**config.mk**
```make
export PLATFORM = sky130hd
export DESIGN_NAME = ray_box_nearest_hit_picker
export DESIGN_NICKNAME = d
export VERILOG_FILES = /design/src/rbp_pkg.sv /design/src/rbp_divider.sv /design/src/rbp_datapath.sv /design/src/rbp_ctrl.sv /design/src/ray_box_nearest_hit_picker.sv
export SDC_FILE = /design/constraint.sdc
export NUM_CORES = 2
export LEC_CHECK = 0
export BUFFER_PORTS_ARGS = -buffer_cell sky130_fd_sc_hd__clkbuf_2
export CAP_MARGIN = 20
export CORE_ASPECT_RATIO = 0.8
export CORE_UTILIZATION = 56
export DETAILED_ROUTE_END_ITERATION = 8
export PLACE_DENSITY = 0.77
export RECOVER_POWER = 25
export SYNTH_ARGS = -nofsm -noshare
export SYNTH_HDL_FRONTEND = slang
export SYNTH_SLANG_ARGS = --single-unit
export TNS_END_PERCENT = 50
```
**constraint.sdc**
```tcl
create_clock -name i_clk -period 10.7 [get_ports i_clk]
set_input_delay 1.605 -clock i_clk [delete_from_list [all_inputs] [get_ports i_clk]]
set_output_delay 1.605 -clock i_clk [all_outputs]
set_load 0.02 [all_outputs]
```
**src/rbp_pkg.sv**
```systemverilog
// shared types, constants and helpers of the ray box nearest hit picker
`default_nettype none
package rbp_pkg;
    localparam int DEF_MAX_BOXES   = 1024;
    localparam int DEF_COORD_WIDTH = 32;
    localparam int FRAC_BITS       = 16;
    localparam int MAXD_WIDTH      = 31;
    localparam int CFG_IDX_WIDTH   = 3;
    localparam int INDEX_WIDTH     = 10;
    localparam int FACE_WIDTH      = 3;

    typedef enum logic [CFG_IDX_WIDTH-1:0] {
        CFG_ORIGIN_X = 3'd0,
        CFG_ORIGIN_Y = 3'd1,
        CFG_ORIGIN_Z = 3'd2,
        CFG_DIR_X    = 3'd3,
        CFG_DIR_Y    = 3'd4,
        CFG_DIR_Z    = 3'd5,
        CFG_MAX_DIST = 3'd6
    } t_cfg_reg;

    typedef struct packed {
        logic load;
        logic start_lo;
        logic start_hi;
        logic zero_reject;
        logic slab;
        logic next_axis;
        logic commit;
    } t_dp_cmd;

    typedef struct packed {
        logic will_test;
        logic dir_zero;
        logic outside;
        logic slab_reject;
        logic axis_last;
        logic div_done;
        logic last;
        logic out_full;
    } t_dp_status;

    // face through the lower plane of an axis: 1, 3, 5
    function automatic logic [FACE_WIDTH-1:0] lo_face(input logic [1:0] axis);
        lo_face = {axis, 1'b1};
    endfunction

    // face through the upper plane of an axis: 0, 2, 4
    function automatic logic [FACE_WIDTH-1:0] hi_face(input logic [1:0] axis);
        hi_face = {axis, 1'b0};
    endfunction
endpackage
`default_nettype wire

```
**src/rbp_divider.sv**
```systemverilog
// iterative restoring divider for the slab parameter, one quotient bit per cycle
`default_nettype none
module rbp_divider
    import rbp_pkg::*;
#(
    parameter int COORD_WIDTH = DEF_COORD_WIDTH
) (
    input  wire logic                          i_clk,
    input  wire logic                          i_rst_n,
    input  wire logic                          i_start,
    input  wire logic signed [COORD_WIDTH:0]   i_num,
    input  wire logic signed [COORD_WIDTH-1:0] i_den,
    output logic                               o_done,
    output logic signed [COORD_WIDTH-1:0]      o_t
);
    localparam int CW    = COORD_WIDTH;
    localparam int DW    = CW + FRAC_BITS;
    localparam int CNT_W = $clog2(DW + 1);

    logic                 r_busy, r_fin, r_done, r_neg;
    logic [CNT_W-1:0]     r_cnt;
    logic [DW-1:0]        r_dvd;
    logic [CW-1:0]        r_rem, r_ud;
    logic signed [CW-1:0] r_t;

    logic [CW:0]   w_num_mag, w_den_mag, w_shift, w_diff;
    logic          w_qbit;
    logic [CW-2:0] w_qmag;
    logic [CW-1:0] w_qext;

    assign w_num_mag = i_num[CW] ? -i_num : i_num;
    assign w_den_mag = i_den[CW-1] ? -{i_den[CW-1], i_den} : {i_den[CW-1], i_den};
    assign w_shift   = {r_rem, r_dvd[DW-1]};
    assign w_diff    = w_shift - {1'b0, r_ud};
    assign w_qbit    = (w_shift >= {1'b0, r_ud});
    // saturate to the largest positive value
    assign w_qmag    = (|r_dvd[DW-1:CW-1]) ? {(CW-1){1'b1}} : r_dvd[CW-2:0];
    assign w_qext    = {1'b0, w_qmag};

    always_ff @(posedge i_clk) begin
        if (!i_rst_n) begin
            r_busy <= 1'b0;
            r_fin  <= 1'b0;
            r_done <= 1'b0;
        end else begin
            r_done <= r_fin;
            r_fin  <= !i_start && r_busy && (r_cnt == CNT_W'(1));
            if (i_start) begin
                r_busy <= 1'b1;
                r_cnt  <= CNT_W'(DW);
                r_neg  <= i_num[CW] ^ i_den[CW-1];
                r_dvd  <= {w_num_mag[CW-1:0], {FRAC_BITS{1'b0}}};
                r_ud   <= w_den_mag[CW-1:0];
                r_rem  <= '0;
            end else if (r_busy) begin
                r_rem <= w_qbit ? w_diff[CW-1:0] : w_shift[CW-1:0];
                r_dvd <= {r_dvd[DW-2:0], w_qbit};
                r_cnt <= r_cnt - 1'b1;
                if (r_cnt == CNT_W'(1)) begin
                    r_busy <= 1'b0;
                end
            end
            if (r_fin) begin
                r_t <= r_neg ? -$signed(w_qext) : $signed(w_qext);
            end
        end
    end

    assign o_done = r_done;
    assign o_t    = r_t;
endmodule
`default_nettype wire

```
**src/rbp_datapath.sv**
```systemverilog
// datapath: ray registers, box slab arithmetic, running best hit and result register
`default_nettype none
module rbp_datapath
    import rbp_pkg::*;
#(
    parameter int MAX_BOXES   = DEF_MAX_BOXES,
    parameter int COORD_WIDTH = DEF_COORD_WIDTH,
    parameter int CFG_W       = (COORD_WIDTH > MAXD_WIDTH) ? COORD_WIDTH : MAXD_WIDTH
) (
    input  wire logic                          i_clk,
    input  wire logic                          i_rst_n,
    input  wire logic                          i_cfg_we,
    input  wire logic [CFG_IDX_WIDTH-1:0]      i_cfg_index,
    input  wire logic [CFG_W-1:0]              i_cfg_data,
    input  wire logic signed [COORD_WIDTH-1:0] i_box_min_x,
    input  wire logic signed [COORD_WIDTH-1:0] i_box_min_y,
    input  wire logic signed [COORD_WIDTH-1:0] i_box_min_z,
    input  wire logic signed [COORD_WIDTH-1:0] i_box_max_x,
    input  wire logic signed [COORD_WIDTH-1:0] i_box_max_y,
    input  wire logic signed [COORD_WIDTH-1:0] i_box_max_z,
    input  wire logic                          i_box_hidden,
    input  wire logic                          i_box_last,
    input  wire t_dp_cmd                       i_cmd,
    output t_dp_status                         o_status,
    input  wire logic                          i_out_stall,
    output logic                               o_out_valid,
    output logic                               o_hit_found,
    output logic [INDEX_WIDTH-1:0]             o_hit_index,
    output logic [FACE_WIDTH-1:0]              o_hit_face
);
    localparam int CW    = COORD_WIDTH;
    localparam int BD_W  = (CW - 1 > MAXD_WIDTH) ? CW - 1 : MAXD_WIDTH;
    localparam int IDX_W = $clog2(MAX_BOXES + 1);

    logic signed [CW-1:0] r_org [3];
    logic signed [CW-1:0] r_dir [3];
    logic [MAXD_WIDTH-1:0] r_maxd;
    logic signed [CW-1:0] r_lo [3];
    logic signed [CW-1:0] r_hi [3];
    logic r_last, r_tested, r_reject, r_entered, r_which;
    logic [1:0] r_axis;
    logic signed [CW-1:0] r_tmin, r_tmax, r_ta, r_tb;
    logic [FACE_WIDTH-1:0] r_eface;
    logic [IDX_W-1:0] r_idx, r_count, r_best_idx;
    logic [BD_W-1:0] r_best_dist;
    logic [FACE_WIDTH-1:0] r_best_face;
    logic r_any_hit;
    logic r_out_valid, r_out_found;
    logic [INDEX_WIDTH-1:0] r_out_idx;
    logic [FACE_WIDTH-1:0] r_out_face;

    logic signed [CW-1:0] w_o, w_d, w_lo, w_hi, w_t;
    logic signed [CW:0] w_num_lo, w_num_hi, w_num;
    logic w_div_done;
    logic signed [CW-1:0] w_near, w_far, n_tmin, n_tmax;
    logic [FACE_WIDTH-1:0] w_nface, n_eface;
    logic n_entered, w_hit, w_any;
    logic [BD_W-1:0] w_tmin_ext;
    logic [IDX_W-1:0] w_bidx;
    logic [FACE_WIDTH-1:0] w_bface;
    t_cfg_reg w_cfg;

    assign w_o  = r_org[r_axis];
    assign w_d  = r_dir[r_axis];
    assign w_lo = r_lo[r_axis];
    assign w_hi = r_hi[r_axis];
    assign w_num_lo = {w_lo[CW-1], w_lo} - {w_o[CW-1], w_o};
    assign w_num_hi = {w_hi[CW-1], w_hi} - {w_o[CW-1], w_o};
    assign w_num    = i_cmd.start_hi ? w_num_hi : w_num_lo;

    rbp_divider #(.COORD_WIDTH(COORD_WIDTH)) u_div (
        .i_clk   (i_clk),
        .i_rst_n (i_rst_n),
        .i_start (i_cmd.start_lo | i_cmd.start_hi),
        .i_num   (w_num),
        .i_den   (w_d),
        .o_done  (w_div_done),
        .o_t     (w_t)
    );

    // order the two plane crossings, swapping faces with them
    always_comb begin
        if (r_ta > r_tb) begin
            w_near  = r_tb;
            w_far   = r_ta;
            w_nface = hi_face(r_axis);
        end else begin
            w_near  = r_ta;
            w_far   = r_tb;
            w_nface = lo_face(r_axis);
        end
        n_tmin    = r_tmin;
        n_eface   = r_eface;
        n_entered = r_entered;
        if (w_near > r_tmin) begin
            n_tmin    = w_near;
            n_eface   = w_nface;
            n_entered = 1'b1;
        end
        n_tmax = (w_far < r_tmax) ? w_far : r_tmax;
    end

    assign w_tmin_ext = BD_W'(r_tmin[CW-2:0]);
    assign w_hit   = r_tested && !r_reject && !r_tmax[CW-1] && r_entered
                     && (w_tmin_ext <= r_best_dist);
    assign w_any   = w_hit | r_any_hit;
    assign w_bidx  = w_hit ? r_idx : r_best_idx;
    assign w_bface = w_hit ? r_eface : r_best_face;
    assign w_cfg   = t_cfg_reg'(i_cfg_index);

    always_ff @(posedge i_clk) begin
        if (!i_rst_n) begin
            for (int i = 0; i < 3; i++) begin
                r_org[i] <= '0;
                r_dir[i] <= '0;
            end
            r_maxd      <= {MAXD_WIDTH{1'b1}};
            r_best_dist <= BD_W'({MAXD_WIDTH{1'b1}});
            r_best_idx  <= '0;
            r_best_face <= '0;
            r_any_hit   <= 1'b0;
            r_count     <= '0;
            r_out_valid <= 1'b0;
        end else begin
            if (r_out_valid && !i_out_stall && !(i_cmd.commit && r_last)) begin
                r_out_valid <= 1'b0;
            end
            if (i_cmd.load) begin
                r_lo[0]   <= i_box_min_x;
                r_lo[1]   <= i_box_min_y;
                r_lo[2]   <= i_box_min_z;
                r_hi[0]   <= i_box_max_x;
                r_hi[1]   <= i_box_max_y;
                r_hi[2]   <= i_box_max_z;
                r_last    <= i_box_last;
                r_tested  <= o_status.will_test;
                r_reject  <= 1'b0;
                r_entered <= 1'b0;
                r_eface   <= '0;
                r_axis    <= '0;
                r_tmin    <= '0;
                r_tmax    <= {1'b0, {(CW-1){1'b1}}};
                r_idx     <= r_count;
                if (r_count < IDX_W'(MAX_BOXES)) begin
                    r_count <= r_count + 1'b1;
                end
            end
            if (i_cmd.start_lo | i_cmd.start_hi) begin
                r_which <= i_cmd.start_hi;
            end
            if (w_div_done) begin
                if (r_which) begin
                    r_tb <= w_t;
                end else begin
                    r_ta <= w_t;
                end
            end
            if (i_cmd.zero_reject) begin
                r_reject <= 1'b1;
            end
            if (i_cmd.slab) begin
                r_tmin    <= n_tmin;
                r_tmax    <= n_tmax;
                r_eface   <= n_eface;
                r_entered <= n_entered;
                r_reject  <= o_status.slab_reject;
            end
            if (i_cmd.next_axis) begin
                r_axis <= r_axis + 1'b1;
            end
            if (i_cmd.commit) begin
                if (r_last) begin
                    r_out_valid <= 1'b1;
                    r_out_found <= w_any;
                    r_out_idx   <= w_any ? INDEX_WIDTH'(w_bidx) : '0;
                    r_out_face  <= w_any ? w_bface : '0;
                    r_best_dist <= BD_W'(r_maxd);
                    r_best_idx  <= '0;
                    r_best_face <= '0;
                    r_any_hit   <= 1'b0;
                    r_count     <= '0;
                end else begin
                    if (w_hit) begin
                        r_best_dist <= w_tmin_ext;
                    end
                    r_best_idx  <= w_bidx;
                    r_best_face <= w_bface;
                    r_any_hit   <= w_any;
                end
            end
            if (i_cfg_we) begin
                case (w_cfg)
                    CFG_ORIGIN_X: r_org[0] <= i_cfg_data[CW-1:0];
                    CFG_ORIGIN_Y: r_org[1] <= i_cfg_data[CW-1:0];
                    CFG_ORIGIN_Z: r_org[2] <= i_cfg_data[CW-1:0];
                    CFG_DIR_X:    r_dir[0] <= i_cfg_data[CW-1:0];
                    CFG_DIR_Y:    r_dir[1] <= i_cfg_data[CW-1:0];
                    CFG_DIR_Z:    r_dir[2] <= i_cfg_data[CW-1:0];
                    CFG_MAX_DIST: begin
                        r_maxd <= i_cfg_data[MAXD_WIDTH-1:0];
                        if (r_count == '0) begin
                            r_best_dist <= BD_W'(i_cfg_data[MAXD_WIDTH-1:0]);
                        end
                    end
                    default: ;
                endcase
            end
        end
    end

    always_comb begin
        o_status.will_test   = !i_box_hidden && (r_count < IDX_W'(MAX_BOXES));
        o_status.dir_zero    = (w_d == '0);
        o_status.outside     = (w_o < w_lo) || (w_o > w_hi);
        o_status.slab_reject = (n_tmin > n_tmax);
        o_status.axis_last   = (r_axis == 2'd2);
        o_status.div_done    = w_div_done;
        o_status.last        = r_last;
        o_status.out_full    = r_out_valid && i_out_stall;
    end

    assign o_out_valid = r_out_valid;
    assign o_hit_found = r_out_found;
    assign o_hit_index = r_out_idx;
    assign o_hit_face  = r_out_face;
endmodule
`default_nettype wire

```
**src/rbp_ctrl.sv**
```systemverilog
// controller: sequences the per-axis slab test of one box at a time
`default_nettype none
module rbp_ctrl
    import rbp_pkg::*;
(
    input  wire logic       i_clk,
    input  wire logic       i_rst_n,
    input  wire logic       i_valid,
    output logic            o_stall,
    output t_dp_cmd         o_cmd,
    input  wire t_dp_status i_status
);
    typedef enum logic [2:0] {
        S_IDLE, S_AXIS, S_DIV_LO, S_DIV_HI, S_SLAB, S_DONE
    } t_state;

    t_state r_state, n_state;

    always_comb begin
        n_state = r_state;
        o_cmd   = '0;
        case (r_state)
            S_IDLE: begin
                if (i_valid) begin
                    o_cmd.load = 1'b1;
                    n_state    = i_status.will_test ? S_AXIS : S_DONE;
                end
            end
            S_AXIS: begin
                if (i_status.dir_zero) begin
                    if (i_status.outside) begin
                        o_cmd.zero_reject = 1'b1;
                        n_state           = S_DONE;
                    end else if (i_status.axis_last) begin
                        n_state = S_DONE;
                    end else begin
                        o_cmd.next_axis = 1'b1;
                    end
                end else begin
                    o_cmd.start_lo = 1'b1;
                    n_state        = S_DIV_LO;
                end
            end
            S_DIV_LO: begin
                if (i_status.div_done) begin
                    o_cmd.start_hi = 1'b1;
                    n_state        = S_DIV_HI;
                end
            end
            S_DIV_HI: begin
                if (i_status.div_done) begin
                    n_state = S_SLAB;
                end
            end
            S_SLAB: begin
                o_cmd.slab = 1'b1;
                if (i_status.slab_reject || i_status.axis_last) begin
                    n_state = S_DONE;
                end else begin
                    o_cmd.next_axis = 1'b1;
                    n_state         = S_AXIS;
                end
            end
            S_DONE: begin
                if (!(i_status.last && i_status.out_full)) begin
                    o_cmd.commit = 1'b1;
                    n_state      = S_IDLE;
                end
            end
            default: n_state = S_IDLE;
        endcase
    end

    always_ff @(posedge i_clk) begin
        if (!i_rst_n) begin
            r_state <= S_IDLE;
        end else begin
            r_state <= n_state;
        end
    end

    assign o_stall = (r_state != S_IDLE);
endmodule
`default_nettype wire

```
**src/ray_box_nearest_hit_picker.sv**
```systemverilog
// top level of the ray box nearest hit picker
//
// usage:
// - load the ray through the write port: origin x/y/z, direction x/y/z (signed
//   q16.16) and the largest accepted hit distance, while no box is in flight
// - stream boxes on the input channel (i_valid / o_stall), one transaction per box;
//   the box with i_box_last high closes the list
// - one result transaction per list leaves on the output channel (o_valid / i_stall):
//   hit flag, list position of the nearest hit and the face it is entered by
// - one box is worked on at a time; o_stall is high from acceptance until done
// - a hidden box, or one past the index limit, skips the axis tests and goes
//   straight to the commit step; a visible box runs two divisions through the
//   single bit-serial divider for each axis it tests with a nonzero direction,
//   while a zero direction axis needs no division
// - the result sits in an output register, so boxes of the next list are taken
//   while it waits; a further last box holds until that register drains
// - reset: ray registers clear, max distance goes to all ones, running best
//   cleared, no result pending
`default_nettype none
module ray_box_nearest_hit_picker
    import rbp_pkg::*;
#(
    parameter int MAX_BOXES   = DEF_MAX_BOXES,
    parameter int COORD_WIDTH = DEF_COORD_WIDTH,
    parameter int CFG_W       = (COORD_WIDTH > MAXD_WIDTH) ? COORD_WIDTH : MAXD_WIDTH
) (
    input  wire logic                          i_clk,
    input  wire logic                          i_rst_n,
    // configuration write port
    input  wire logic                          i_cfg_we,
    input  wire logic [CFG_IDX_WIDTH-1:0]      i_cfg_index,
    input  wire logic [CFG_W-1:0]              i_cfg_data,
    // box channel
    input  wire logic                          i_valid,
    output logic                               o_stall,
    input  wire logic signed [COORD_WIDTH-1:0] i_box_min_x,
    input  wire logic signed [COORD_WIDTH-1:0] i_box_min_y,
    input  wire logic signed [COORD_WIDTH-1:0] i_box_min_z,
    input  wire logic signed [COORD_WIDTH-1:0] i_box_max_x,
    input  wire logic signed [COORD_WIDTH-1:0] i_box_max_y,
    input  wire logic signed [COORD_WIDTH-1:0] i_box_max_z,
    input  wire logic                          i_box_hidden,
    input  wire logic                          i_box_last,
    // result channel
    output logic                               o_valid,
    input  wire logic                          i_stall,
    output logic                               o_hit_found,
    output logic [INDEX_WIDTH-1:0]             o_hit_index,
    output logic [FACE_WIDTH-1:0]              o_hit_face
);
    t_dp_cmd    w_cmd;
    t_dp_status w_status;

    // sequencer: one box through axes and divisions
    rbp_ctrl u_ctrl (
        .i_clk    (i_clk),
        .i_rst_n  (i_rst_n),
        .i_valid  (i_valid),
        .o_stall  (o_stall),
        .o_cmd    (w_cmd),
        .i_status (w_status)
    );

    // arithmetic, running best and the result register
    rbp_datapath #(
        .MAX_BOXES   (MAX_BOXES),
        .COORD_WIDTH (COORD_WIDTH),
        .CFG_W       (CFG_W)
    ) u_dp (
        .i_clk        (i_clk),
        .i_rst_n      (i_rst_n),
        .i_cfg_we     (i_cfg_we),
        .i_cfg_index  (i_cfg_index),
        .i_cfg_data   (i_cfg_data),
        .i_box_min_x  (i_box_min_x),
        .i_box_min_y  (i_box_min_y),
        .i_box_min_z  (i_box_min_z),
        .i_box_max_x  (i_box_max_x),
        .i_box_max_y  (i_box_max_y),
        .i_box_max_z  (i_box_max_z),
        .i_box_hidden (i_box_hidden),
        .i_box_last   (i_box_last),
        .i_cmd        (w_cmd),
        .o_status     (w_status),
        .i_out_stall  (i_stall),
        .o_out_valid  (o_valid),
        .o_hit_found  (o_hit_found),
        .o_hit_index  (o_hit_index),
        .o_hit_face   (o_hit_face)
    );
endmodule
`default_nettype wire

```
==> flow_metrics.py <==
metrics = {
    "status": {
        "status": "finished, violations left",
        "violations": "capacitance limit, slew limit",
    },
    "sta": {
        "fin_tns_setup_ps": 0,
        "rsz0062_at_grt": "false",
        "worst_pin_slew_ps": 3847,
        "clock_skew_ps": 24.45,
        "clock.fmax_mhz": 103.4,
        "slew_headroom_pct": -156.5,
        "timing_hold_violations_final": 0,
        "setup_violations": 0,
        "finalCritPeriodShare_pct": 90.36,
        "period_needed_ps": 9668,
        "maxSlewViolCount": 281,
    },
    "critical_path": {
        "cp-end-kind": "register",
        "critPathKind": "register to register",
        "arrival_ps": 10020,
        "reg2reg_from": "u_dp.r_ta[31]$_DFFE_PP_",
        "cp_common_cell": "ha_1",
        "cpPeakStageDelay_ps": 660,
        "crit_start": "u_dp.r_ta[31]$_DFFE_PP_",
        "cp_slowest_cell": "o21ai_4",
        "worstRegToRegCells": 31,
        "cp_max_fo": 33,
        "required_ps": 11050,
        "start_kind": "register",
    },
    "cts": {
        "cts_max_path_buffers": 3,
        "cts_tree": "done",
        "ctsHtreeMaxLevel": 3,
        "clock-sinks": 793,
        "cts_setup_buffers": 0,
        "cts_buffers": 77,
        "cts_hold_buf": 0,
        "cts-root-buf": "clkbuf_16",
        "cts.repair.resized": 0,
        "clkSlewWorstSetupHoldPaths_ps": 70,
        "insertion_delay_ps": 640,
    },
    "place": {
        "post-place-cells": 5107,
        "gp_congestion": 0.9633,
        "port_buffers": 249,
        "dp.final_hpwl_mm": 79.93,
    },
    "drt": {
        "post_drt_wl_per_cell_um": 20.92,
        "vias": 32050,
        "drcViolationCount": 0,
        "routed_wl_mm": 109.8,
        "met1_length_mm": 47.74,
        "dr.pass1.iters": 8,
        "dr.first_iter.drc_count": 3546,
        "wl_met3_mm": 11.05,
        "top_layer": "met5",
        "ant_nets": 0,
        "met2WireLength_mm": 47.63,
        "via_per_inst": 6.103,
    },
    "grt": {
        "antenna_found_initial": 14,
        "grt_first_pass_wirelength_mm": 169.1,
        "grt_use_total_pct": 27.72,
        "first_global_vias": 30040,
        "grt_max_degree": 180,
        "grt-ovfl-total": 0,
    },
    "layout": {
        "finalNetCount": 4676,
        "final_cells": 5251,
        "drive_gt1_share_pct": 12.58,
        "area_growth_pct": 11.28,
        "fillCellCount": 5990,
    },
    "yosys": {
        "ys_types": 87,
        "synth_edf_count": 697,
        "syn_area_sq_um": 43310,
        "synth_warnings": 0,
        "yosysSeqAreaShare_pct": 52.76,
        "synth.net_count": 4470,
        "async_flop_share_pct": 0,
        "synthFlopType": "edfxtp_1",
        "syn_area_per_cell_sq_um": 10.91,
        "syn_inst": 3971,
        "ys_ff_latch": 793,
    },
    "worst_hold_path": {
        "hp-start": "u_dp.u_div.o_t[27]$_DFFE_PP_",
        "min_path_type": "register to register",
        "holdPathStages": 0,
    },
    "die": {
        "die_x_um": 312.9,
        "initial_core_util_pct": 56.98,
        "core_area_sq_um": 76010,
        "rows": 90,
        "dieHeight_um": 250.7,
        "dieArea_sq_um": 78470,
        "ios": 250,
    },
    "power_and_ir_drop": {
        "ir_drop_mv": 0.1454,
        "power.density_nw_per_um2": 197.4,
        "power.leakage_nw": 19.30,
    },
    "flow_run": {
        "drv_cap": 6,
    },
}
[synthesized netlist by cell type (75+ instances only)]
cell type / count / area, sq um
mux2i_1: 213 / 2132
a21oi_1: 226 / 1131
dfxtp_1: 96 / 1922
nand3_1: 75 / 375.4
clkbuf_1: 122 / 457.9
ha_1: 262 / 3278
inv_1: 213 / 799.5
nor2_1: 286 / 1074
o21ai_0: 248 / 1241
edfxtp_1: 697 / 20930
nand2_1: 429 / 1610
mux2_2: 81 / 912.1
and2_1: 129 / 807.0
[layout make-up]
class	instances	area, sq um	area share (%)
antenna	3	7.507	0.01558
clock buffer	94	2106	4.369
clock inverter	44	454.2	0.9423
inverter	215	807.0	1.674
multi-input combinational	2796	19120	39.66
sequential	793	22860	47.42
tap	1012	1266	2.627
timing repair buffer	294	1585	3.289
[path summary, 6_finish.rpt]
kind / end / slack (ps)
setup / recovery: u_dp.r_axis[1]$_DFFE_PP_ / 1030
hold / removal: u_dp.r_tb[27]$_DFFE_PP_ / 450
setup reg to reg: u_dp.r_axis[1]$_DFFE_PP_ / 1030
hold reg to reg: u_dp.r_tb[27]$_DFFE_PP_ / 450
[placed cells by master, fill, tap and decap left out, types with 26 or more instances in the layout]
| cell type | instances |
|---|---|
| edfxtp_1 | 697 |
| nand2_1 | 429 |
| nor2_1 | 281 |
| ha_1 | 262 |
| o21ai_0 | 244 |
| clkbuf_2 | 238 |
| a21oi_1 | 224 |
| mux2i_1 | 213 |
| inv_1 | 212 |
| and2_1 | 129 |
| dfxtp_1 | 95 |
| clkbuf_16 | 82 |
| mux2_2 | 81 |
| nand3_1 | 75 |
| a21o_1 | 69 |
| xnor2_1 | 65 |
| nand4_1 | 62 |
| xor2_1 | 61 |
| o211ai_1 | 58 |
| nor3_1 | 43 |
| o21a_1 | 37 |
| buf_4 | 36 |
| o221ai_1 | 35 |
| or3_1 | 33 |
| nor2b_1 | 27 |
| a211oi_1 | 27 |
| clkbuf_1 | 26 |
[state kept, by name, indices dropped and copies added (netlist names), 10 cells and up, named ones only]
| signal | count |
|---|---|
| u_dp.r_idx | 10 |
| u_dp.u_div.r_dvd | 48 |
| u_dp.r_tmax | 32 |
| u_dp.r_best_dist | 31 |
| u_dp.r_lo | 96 |
| u_dp.u_div.r_rem | 32 |
| u_dp.r_best_idx | 10 |
| u_dp.r_tmin | 32 |
| u_dp.u_div.o_t | 32 |
| u_dp.r_dir | 96 |
| u_dp.r_tb | 32 |
| u_dp.r_org | 96 |
| u_dp.o_hit_index | 10 |
| u_dp.u_div.r_ud | 32 |
| u_dp.r_hi | 96 |
| u_dp.r_maxd | 31 |
| u_dp.r_count | 11 |
| u_dp.r_ta | 32 |
[layer usage]
| metal | vias to the layer above | track usage (%) |
|---|---|---|
| li1 | 15100 | - |
| met1 | 15350 | 40.34 |
| met2 | 1419 | 41.55 |
| met3 | 179 | 5.742 |
| met4 | 2 | 8.697 |
| met5 | - | 0 |
[kinds of logic (layout without fill, tap and decap cells)]
logic type / after synthesis / count (layout) / share of synthesized area [%]
DFF: 793 / 793 / 52.76
AOI/OAI and AO/OA: 873 / 873 / 12.81
muxes: 295 / 295 / 7.054
xor gates and xnor gates: 126 / 126 / 2.548
and+or+nand+nor: 1237 / 1237 / 13.74
other: 0 / 3 / 0
buffers and inverters: 382 / 647 / 3.383
adders and majority gates: 265 / 265 / 7.707
[worst max-delay path, delay by kind of cell, from the launching register on]
kind / cells / cell delay (ps)
buffers and inverters: 2 / 880
AND/OR/NAND/NOR: 12 / 3590
flip-flops: 1 / 430
multiplexers: 2 / 580
adder cells (fa/ha/maj): 3 / 970
AO/OA/AOI/OAI: 12 / 2910
[power breakdown]
part           total [mW]  switching, mW  internal, mW  leakage, nW
logic                2.88           1.79          1.09         10.8
registers            3.85          0.149          3.71         7.21
clock network        2.78           1.18          1.60         1.26
total                9.52           3.12          6.40         19.3
[metrics by stage]
step	power [mW]	instance area [sq um]	hold slack (ps)	util (%)	setup slack, ps
final	9.516	48200	447.1	63.41	1032
after global routing	9.958	48200	458.2	63.41	544.6
after CTS	9.486	48200	450.1	63.41	1201
after detailed placement	6.718	45640	435.1	60.04	1266
after global placement	6.657	45640	425.7	60.04	1492
after floorplan	5.994	43320	421.5	-	2187
Power figures use the tool's default switching activity.
